==> config.mk <==
export PLATFORM = sky130hd
export DESIGN_NAME = fraction_lowest_terms
export DESIGN_NICKNAME = d
export VERILOG_FILES = /design/src/sv/frl_pkg.sv /design/src/sv/fraction_lowest_terms.sv /design/src/sv/frl_alu.sv /design/src/sv/frl_core.sv
export SDC_FILE = /design/constraint.sdc
export NUM_CORES = 1
export LEC_CHECK = 0
export ABC_AREA = 1
export BUFFER_PORTS_ARGS = -buffer_cell sky130_fd_sc_hd__buf_2
export CAP_MARGIN = 20
export CORE_AREA = 8 8 147 149
export DETAILED_ROUTE_END_ITERATION = 10
export DIE_AREA = 0 0 155 157
export PLACE_DENSITY = 0.76
export SKIP_CTS_REPAIR_TIMING = 1
export SLEW_MARGIN = 10
export SYNTH_ARGS = -nofsm -noshare
export SYNTH_HDL_FRONTEND = slang
export SYNTH_HIERARCHICAL = 1
export SYNTH_SLANG_ARGS = --single-unit
==> constraint.sdc <==
create_clock -name clk -period 5.28 [get_ports clk]
set_input_delay 0.528 -clock clk [delete_from_list [all_inputs] [get_ports clk]]
set_output_delay 0.528 -clock clk [all_outputs]
set_load 0.01 [all_outputs]
==> src/sv/frl_pkg.sv <==
// ----------------------------------------------------------------------------
// frl_pkg: shared types for the fraction reducer
// status handed from the sequencer to the stream wrapper
// ----------------------------------------------------------------------------
package frl_pkg;

	typedef struct packed {
		logic busy;   // an item is in work, input side closed
		logic done;   // result ready to move into the output register
	} core_stat_t;

endpackage

==> src/sv/fraction_lowest_terms.sv <==
// ----------------------------------------------------------------------------
// fraction_lowest_terms: reduce an unsigned fraction to lowest terms
// stream wrapper around the gcd and division sequencer, with output register
// ----------------------------------------------------------------------------
// One transfer on the slave side carries a numerator and a denominator; one
// transfer on the master side returns both divided by their greatest common
// divisor, with m_tuser high. If either operand is zero no fraction exists:
// the result is zero over zero with m_tuser low. The block works on one item
// at a time and drops s_tready from the accepting edge until the result has
// moved into the output register. A zero operand goes straight to the
// hand-off. Otherwise a binary gcd runs one shift, swap or subtract per cycle,
// followed by two restoring divisions by the gcd and a hand-off, all through
// the one shared subtractor. The output register lets a finished result wait
// for m_tready while the next item is taken in.
module fraction_lowest_terms #(
	parameter int VALUE_WIDTH = 16
) (
	input  logic                   clk,
	input  logic                   arst_n,
	// slave side
	input  logic                   s_tvalid,
	output logic                   s_tready,
	// numerator, denominator (each VALUE_WIDTH bits), zero padded to bytes
	input  logic [((2*VALUE_WIDTH+7)/8)*8-1:0] s_tdata,
	// master side
	output logic                   m_tvalid,
	input  logic                   m_tready,
	// reduced_numerator, reduced_denominator (each VALUE_WIDTH bits), zero padded
	output logic [((2*VALUE_WIDTH+7)/8)*8-1:0] m_tdata,
	// valid_res
	output logic [0:0]             m_tuser
);

	localparam int DataW = ((2*VALUE_WIDTH+7)/8)*8;

	frl_pkg::core_stat_t    stat;
	logic                   start;
	logic                   take;
	logic [VALUE_WIDTH-1:0] res_num;
	logic [VALUE_WIDTH-1:0] res_den;
	logic                   res_ok;

	logic                   m_tvalid_q;
	logic [VALUE_WIDTH-1:0] num_q;
	logic [VALUE_WIDTH-1:0] den_q;
	logic                   ok_q;

	// input side open only while the sequencer sits idle
	assign s_tready = ~stat.busy;
	assign start    = s_tvalid & s_tready;

	// move a finished result out when the output register is free or draining
	assign take = stat.done & (~m_tvalid_q | m_tready);

	frl_core #(
		.W (VALUE_WIDTH)
	) u_core (
		.clk     (clk),
		.arst_n  (arst_n),
		.start   (start),
		.num_in  (s_tdata[VALUE_WIDTH-1:0]),
		.den_in  (s_tdata[2*VALUE_WIDTH-1:VALUE_WIDTH]),
		.take    (take),
		.stat    (stat),
		.res_num (res_num),
		.res_den (res_den),
		.res_ok  (res_ok)
	);

	// output register valid flag
	always_ff @(posedge clk or negedge arst_n) begin
		if (!arst_n) begin
			m_tvalid_q <= 1'b0;
		end else if (take) begin
			m_tvalid_q <= 1'b1;
		end else if (m_tready) begin
			m_tvalid_q <= 1'b0;
		end
	end

	// output register payload
	always_ff @(posedge clk) begin
		if (take) begin
			num_q <= res_num;
			den_q <= res_den;
			ok_q  <= res_ok;
		end
	end

	assign m_tvalid   = m_tvalid_q;
	assign m_tdata    = DataW'({den_q, num_q});
	assign m_tuser[0] = ok_q;

	// an accepted item closes the input side on the next cycle
	a_busy_after_accept: assert property (@(posedge clk) disable iff (!arst_n)
		(s_tvalid && s_tready) |=> !s_tready)
		else $error("input side still open after a transfer");

	// a result without a fraction carries zero fields
	a_invalid_is_zero: assert property (@(posedge clk) disable iff (!arst_n)
		(m_tvalid && !m_tuser[0]) |-> (m_tdata == '0))
		else $error("invalid result with nonzero fields");

	// a valid fraction never has a zero part
	a_valid_nonzero: assert property (@(posedge clk) disable iff (!arst_n)
		(m_tvalid && m_tuser[0]) |-> (num_q != '0 && den_q != '0))
		else $error("valid result with a zero part");

	// a waiting result holds while the sink stalls
	a_result_held: assert property (@(posedge clk) disable iff (!arst_n)
		(m_tvalid && !m_tready) |=> (m_tvalid && $stable(m_tdata) && $stable(m_tuser)))
		else $error("stalled result changed");

endmodule

==> src/sv/frl_alu.sv <==
// ----------------------------------------------------------------------------
// frl_alu: shared subtract and compare unit
// one subtractor, borrow and zero flags, for each compare and division step
// ----------------------------------------------------------------------------
module frl_alu #(
	parameter int WIDTH = 17
) (
	input  logic [WIDTH-1:0] x,
	input  logic [WIDTH-1:0] y,
	output logic [WIDTH-1:0] diff,
	output logic             borrow,
	output logic             zero
);

	assign {borrow, diff} = {1'b0, x} - {1'b0, y};
	assign zero           = (diff == '0);

endmodule

==> src/sv/frl_core.sv <==
// ----------------------------------------------------------------------------
// frl_core: gcd and division sequencer
// binary gcd one step per cycle, then two restoring divisions by the gcd,
// all through the one shared subtractor
// ----------------------------------------------------------------------------
module frl_core #(
	parameter int W = 16
) (
	input  logic                   clk,
	input  logic                   arst_n,
	input  logic                   start,
	input  logic [W-1:0]           num_in,
	input  logic [W-1:0]           den_in,
	input  logic                   take,
	output frl_pkg::core_stat_t    stat,
	output logic [W-1:0]           res_num,
	output logic [W-1:0]           res_den,
	output logic                   res_ok
);

	localparam int KW = $clog2(W);

	typedef enum logic [2:0] {
		ST_IDLE,
		ST_GCD,
		ST_DIVN,
		ST_DIVD,
		ST_DONE
	} state_t;

	state_t        state_q;
	logic [W-1:0]  a_q;
	logic [W-1:0]  b_q;
	logic [W-1:0]  d_q;
	logic [W-1:0]  g_q;
	logic [W-1:0]  rem_q;
	logic [W-1:0]  x_q;
	logic [W-1:0]  qn_q;
	logic [KW-1:0] k_q;
	logic [KW-1:0] cnt_q;
	logic          ok_q;

	logic [W:0]    rem_sh;
	logic [W:0]    alu_x;
	logic [W:0]    alu_y;
	logic [W:0]    alu_diff;
	logic          alu_borrow;
	logic          alu_zero;
	logic [W-1:0]  rem_nx;
	logic [W-1:0]  x_nx;

	// partial remainder with the next dividend bit shifted in
	assign rem_sh = {rem_q, x_q[W-1]};

	always_comb begin
		if (state_q == ST_GCD) begin
			alu_x = {1'b0, a_q};
			alu_y = {1'b0, b_q};
		end else begin
			alu_x = rem_sh;
			alu_y = {1'b0, g_q};
		end
	end

	frl_alu #(
		.WIDTH (W + 1)
	) u_alu (
		.x      (alu_x),
		.y      (alu_y),
		.diff   (alu_diff),
		.borrow (alu_borrow),
		.zero   (alu_zero)
	);

	// restoring division step, quotient bits enter x_q from the bottom
	assign rem_nx = alu_borrow ? rem_sh[W-1:0] : alu_diff[W-1:0];
	assign x_nx   = {x_q[W-2:0], ~alu_borrow};

	always_ff @(posedge clk or negedge arst_n) begin
		if (!arst_n) begin
			state_q <= ST_IDLE;
			a_q     <= '0;
			b_q     <= '0;
			d_q     <= '0;
			g_q     <= '0;
			rem_q   <= '0;
			x_q     <= '0;
			qn_q    <= '0;
			k_q     <= '0;
			cnt_q   <= '0;
			ok_q    <= 1'b0;
		end else begin
			unique case (state_q)
				ST_IDLE: begin
					if (start) begin
						if (num_in == '0 || den_in == '0) begin
							ok_q    <= 1'b0;
							qn_q    <= '0;
							x_q     <= '0;
							state_q <= ST_DONE;
						end else begin
							ok_q    <= 1'b1;
							a_q     <= num_in;
							b_q     <= den_in;
							x_q     <= num_in;
							d_q     <= den_in;
							k_q     <= '0;
							state_q <= ST_GCD;
						end
					end
				end
				ST_GCD: begin
					case ({a_q[0], b_q[0]})
						2'b00: begin
							a_q <= a_q >> 1;
							b_q <= b_q >> 1;
							k_q <= k_q + KW'(1);
						end
						2'b01: begin
							a_q <= a_q >> 1;
						end
						2'b10: begin
							b_q <= b_q >> 1;
						end
						default: begin
							if (alu_zero) begin
								// operands met: gcd is the odd part times the common twos
								g_q     <= a_q << k_q;
								rem_q   <= '0;
								cnt_q   <= KW'(W - 1);
								state_q <= ST_DIVN;
							end else if (alu_borrow) begin
								a_q <= b_q;
								b_q <= a_q;
							end else begin
								a_q <= alu_diff[W-1:0] >> 1;
							end
						end
					endcase
				end
				ST_DIVN: begin
					if (cnt_q == '0) begin
						qn_q    <= x_nx;
						x_q     <= d_q;
						rem_q   <= '0;
						cnt_q   <= KW'(W - 1);
						state_q <= ST_DIVD;
					end else begin
						x_q   <= x_nx;
						rem_q <= rem_nx;
						cnt_q <= cnt_q - KW'(1);
					end
				end
				ST_DIVD: begin
					x_q   <= x_nx;
					rem_q <= rem_nx;
					cnt_q <= cnt_q - KW'(1);
					if (cnt_q == '0) begin
						state_q <= ST_DONE;
					end
				end
				ST_DONE: begin
					if (take) begin
						state_q <= ST_IDLE;
					end
				end
				default: begin
					state_q <= ST_IDLE;
				end
			endcase
		end
	end

	assign stat.busy = (state_q != ST_IDLE);
	assign stat.done = (state_q == ST_DONE);
	assign res_num   = qn_q;
	assign res_den   = x_q;
	assign res_ok    = ok_q;

endmodule

Word-level counts from Yosys, hierarchy flattened
Index checks and enable logic that the tools add are counted.
W data, S select, Z words.

operators by class
  add/sub/neg operators = 3
  equality and inequality tests = 20
  shift-type cells = 1
  multiplexer cells = 46
  bitwise logic cells = 8
  reductions and logical operators = 26

operator list
  cell                  count
  $mux W16              19
  $pmux W16 S2          5
  $pmux W16 S3          2
  $logic_not A16 Y1     2
  $mux W4               6
  $mux W3               7
  $sub A17 B16 Y18      1
  $logic_not A17 Y1     1
  $mux W17              1
  $shl A16 B4 Y16       1
  $pmux W3 S5           1
  $ne A2 B2 Y1 const B  6
  $pmux W4 S3           1
  $reduce_and A6 Y1     2
  $ne A2 B1 Y1 const B  5
  $reduce_and A3 Y1     3
  $reduce_bool A3 Y1    3
  $pmux W4 S2           1
  $reduce_and A4 Y1     2
  $eq A3 B2 Y1 const B  2
  $ne A3 B3 Y1 const B  2
  $reduce_bool A2 Y1    3
  $not A1 Y1            5
  $reduce_and A5 Y1     1
  other kinds (17)      22

word-level totals
  register bits = 158
  output and inout bits = 35
  word-level logic and storage cells = 119

Logic depth before layout (Yosys ltp)
  depth in word-level cells = 7
  depth in mapped cells = 28
  gate-level depth less buffers = 27

Hierarchy
Netlist, hierarchy kept.

modules (own cells, without submodules)
  module                 times used  cells an instance  area an instance (sq um)
  frl_core               1           1,013              7,234.4
  frl_alu                1           246                1,197.4
  fraction_lowest_terms  1           42                 1,051.0

Least setup slack after synthesis
Ideal clock, no wire load.

  kind = reg2reg
  from = reg u_core.state_q[2]
  to = reg u_core.rem_q[10]
  setup time = 0.130 ns
  data arrival time = 3.608 ns
  data required time = 5.150 ns
  slack = 1.542 ns
  stages on the path, launching flop included = 23
  buffers on the path = 5
  period minus slack after synthesis = 3.738 ns
  cell sequence = dfrtp_1 nor2_4 nand2_4 buf_6 buf_2 buf_2 o21ai_0 fa_1 or2_2 nor2_1 nand3_1 nor2_1 nand2_1 nor2_1 nand3_1 nor2_1 nand3_1 nand2_1 nand2_1 buf_4 buf_4 nand2_1 o21ai_0

on the way
  longest elaborated chain between the ends = 6

ends and longest elaborated chain
  what                                line             text
  start: declaration                  frl_core.sv:31   state_t state_q;
  start signal: assignment            frl_core.sv:81   state_q <= ST_IDLE;
  start signal: assignment            frl_core.sv:100  state_q <= ST_DONE;
  start signal: assignment            frl_core.sv:108  state_q <= ST_GCD;
  $eq A3 B1 Y1                        frl_core.sv:56   if (state_q == ST_GCD) begin
  $mux W17                            frl_core.sv:56
  via u_core.alu_x[1]                 frl_core.sv:44   logic [W:0] alu_x;
  $sub A17 B16 Y18                    frl_alu.sv:15    assign {borrow, diff} = {1'b0, x} - {1'b0, y};
  via u_core.alu_diff[1]              frl_core.sv:46   logic [W:0] alu_diff;
  $logic_not A17 Y1                   frl_alu.sv:16    assign zero = (diff == '0);
  via u_core.alu_zero                 frl_core.sv:48   logic alu_zero;
  $ne A2 B1 Y1 (no source line)       -
  $reduce_and A3 Y1 (no source line)  -
  end signal: assignment              frl_core.sv:150  rem_q <= rem_nx;
  end signal: assignment              frl_core.sv:156  rem_q <= rem_nx;
  end: declaration                    frl_core.sv:36   logic [W-1:0] rem_q;

The timed path passes the listed nets, and every way through them passes these cells.
A chain may end at the register's enable or synchronous reset.

Worst setup path after layout
  from = reg u_core.b_q[0]
  to = reg u_core.g_q[14]

on the way
  longest elaborated chain between the ends = 4

ends and longest elaborated chain
  what                                line             text
  start: declaration                  frl_core.sv:33   logic [W-1:0] b_q;
  start signal: assignment            frl_core.sv:104  b_q <= den_in;
  start signal: assignment            frl_core.sv:116  b_q <= b_q >> 1;
  start signal: assignment            frl_core.sv:123  b_q <= b_q >> 1;
  $mux W16                            frl_core.sv:56
  via u_core.alu_y[0]                 frl_core.sv:45   logic [W:0] alu_y;
  $sub A17 B16 Y18                    frl_alu.sv:15
  via u_core.alu_diff[16]             frl_core.sv:46
  $logic_not A17 Y1                   frl_alu.sv:16
  via u_core.alu_zero                 frl_core.sv:48
  $reduce_and A3 Y1 (no source line)  -
  end signal: assignment              frl_core.sv:128  g_q <= a_q << k_q;
  end: declaration                    frl_core.sv:35   logic [W-1:0] g_q;

The timed path passes the listed nets, and every way through them passes these cells.

==> metrics.yaml <==
cts:
  htreeDepth: 4
  clkLatencyLatePin_ns: 0.43
  cts_tree: "built"
  cts.path.max_buffers: 2
  cts.sinks: 158
  numCtsBuffers: 17
  clk_pin_slew_worst_paths_ns: 0.07
  cts_root_buf: "clkbuf_16"
floorplanning:
  die_area_mm2: 0.0243
  rows: 51
  coreArea_mm2: 0.0192
  initial_core_util_pct: 49.4
  die_h_um: 157
  fp.dieW_um: 155
  io_pins: 71
route:
  wl_per_cell_um: 17.2
  detail_route.first_pass.iterations: 6
  drc: 0
  drt_iter0_drc: 938
  antenna_left: 0
  wirelength_mm: 28.0
  via_per_inst: 5.47
  via_count: 8884
global_route:
  grt_max_degree: 50
  grt-ovfl-total: 0
  track_usage_pct: 23.0
  grt_pass1_vias: 8211
  grt_pass1_wl_mm: 43.9
  grt_antenna_before_repair: 0
sta:
  max_freq_mhz: 220
  layout_min_cycle_time_ns: 4.54
  fin_crit_sh_pct: 85.9
  setup_viol: 0
  relSlewSlack_pct: 36.1
  tightestPinTransition_ns: 0.957
  rsz0062_at_grt: "false"
  drv_slew: 0
  hold_viol_final: 0
  timing.final.ws_setup_ns: 0.744
  finClkSkew_ns: 0.0115
  tns_ns: 0
worst_setup_path:
  start_kind: "flop"
  cp_max_fo: 17
  worstPathArrival_ns: 4.85
  path_class: "flop to flop"
  max_stage_delay_ns: 0.61
  cp.required_ns: 5.60
  cp-end-kind: "flop"
  cpMaxStageDelayCell: "dfrtp_1"
place:
  routabilityCongestion: 0.982
  dp_hpwl_mm: 21.1
  portBuffers: 70
  dp_slack_ns: 0.883
  placed_area_mm2: 0.00996
synthesis:
  ys_ff_latch: 158
  yosys_warnings: 6
  ys_types: 46
  yosysTopAreaCell: "dfrtp_1"
  synth_top_cell_area_share_pct: 33.0
  synth-edff-count: 33
  ys_top_cells_by_area: "dfrtp_1 33%, nand2_1 17%, edfxtp_1 10%"
  avgSynthCellArea_um2: 7.29
  synth_seq_area_share_pct: 43.4
  synth_ff_type: "dfrtp_1"
  syn_inst: 1301
  syn-num-nets: 1357
  syn-cell-area_mm2: 0.00948
  ys_async_sr_fraction_pct: 79.1
flow_run:
  drv_cap: 0
layout:
  layout_common_cells: "428 x nand2_1, 155 x inv_1, 138 x o21ai_0"
  synthToLayoutAreaGrowth_pct: 11.3
  fin_nets: 1403
  layout_commonest_cell: "nand2_1"
  fin_area_mm2: 0.0106
  insertedDiodeCount: 0
  utilization_pct: 54.9
  layout-drive-gt1-share_pct: 13.0
min_path:
  hold_class: "input port to async pin"
power_and_ir_drop:
  p_per_area_mw_per_mm2: 664
  power.leakage_uw: 0.00532
  max-vdd-ir-drop_mv: 0.292
run_status:
  outcome: "completed"
critical path, delay by kind of cell, from the launching register on:
kind	cells	cell delay, ns
adders and majority gates	2	0.57
buffers and inverters	4	0.84
AOI/OAI and AO/OA	2	0.24
and+or+nand+nor	17	2.15
DFF	1	0.61
stage by stage:
stage	power (uW)	hold slack [ns]	std cells
3_5_place_dp	5700	0.432	1593
3_3_place_gp	5620	0.432	1593
6_report	7010	0.115	1625
4_1_cts	6940	0.146	1625
2_1_floorplan	4690	0.232	1301
5_1_grt	7570	0.164	1625
report_power, final:
| group | leakage [uW] | switching [uW] | total [uW] | internal (uW) |
|---|---|---|---|---|
| Clock | 0.000292 | 551 | 1230 | 676 |
| Sequential | 0.00186 | 339 | 2000 | 1660 |
| Combinational | 0.00317 | 2570 | 3780 | 1210 |
cells in the mapped netlist, types with 2 or more instances:
library cell  count
nand2_1         428
inv_1           155
o21ai_0         138
dfrtp_1         125
nor2_1           80
nand3_1          72
a21oi_1          55
edfxtp_1         33
o22ai_1          31
buf_2            21
or2_2            20
ha_1             19
clkbuf_1         17
nand2_2          11
buf_4             9
inv_2             9
o211ai_1          8
o21bai_1          7
nor3_1            6
buf_6             5
nor2_2            5
nor2_4            5
o21ai_1           5
nand2_4           4
a22oi_1           3
nand3b_1          3
a21oi_2           2
clkinv_1          2
nand3_2           2
nand4_1           2
nor2_8            2
o31ai_1           2
xor2_1            2
cell type report:
type	count	area, um2
inverters	166	623
flip-flops and latches	158	4120
clock buffers	17	425
clock inverters	15	168
fillers	1858	8650
repair buffers	80	428
well taps	265	332
multi-input cells	924	4460
state kept, by name, summed over array words and instances (netlist names):
signal,cells
u_core/a_q,16
u_core/rem_q,16
u_core/b_q,16
u_core/res_ok,1
den_q,16
u_core/state_q,3
m_tuser,1
m_tvalid,1
u_core/res_num,16
u_core/k_q,4
u_core/g_q,16
u_core/d_q,16
u_core/cnt_q,4
num_q,16
u_core/res_den,16
layer usage:
layer  vias up  share of wire [%]  routed length (um)  GRT usage [%]
met2       435                 46               13000           37.6
met5         -                  0                   0              0
li1       4271                  -                   -              -
met3        70                7.7                2150           4.52
met1      4108                 42               11700           28.9
met4         0                4.1                1160           11.1
path summary, 6_finish.rpt:
path / from / end / slack (ns) / cells past startpoint
setup / recovery: u_core/b_q[0]$_DFFE_PN0P_ / u_core/g_q[14]$_DFFE_PN0P_ / 0.74 / 25
hold reg to reg: u_core/res_num[4]$_DFFE_PN0P_ / num_q[4]$_DFFE_PP_ / 0.45 / 0
setup reg to reg: u_core/b_q[0]$_DFFE_PN0P_ / u_core/g_q[14]$_DFFE_PN0P_ / 0.74 / 25
max in group asynchronous: arst_n / u_core/res_num[15]$_DFFE_PN0P_ / 4.14 / 2
min in group clk: s_tdata[9] / u_core/res_den[9]$_DFFE_PN0P_ / 0.35 / 3
hold / removal: arst_n / u_core/k_q[3]$_DFFE_PN0P_ / 0.12 / 1
cell families (layout without fill, tap and decap cells):
family / Yosys count / count (layout) / synth area share (%)
AND/OR/NAND/NOR: 645 / 645 / 29.1
AO/OA/AOI/OAI: 255 / 255 / 14.7
buffers and inverters: 219 / 278 / 9.70
flip-flops: 158 / 158 / 43.4
adder cells (fa/ha/maj): 20 / 20 / 2.72
XOR/XNOR: 3 / 3 / 0.277
other: 1 / 1 / 0.0395
Note: power is estimated with default switching activity, not from simulation.
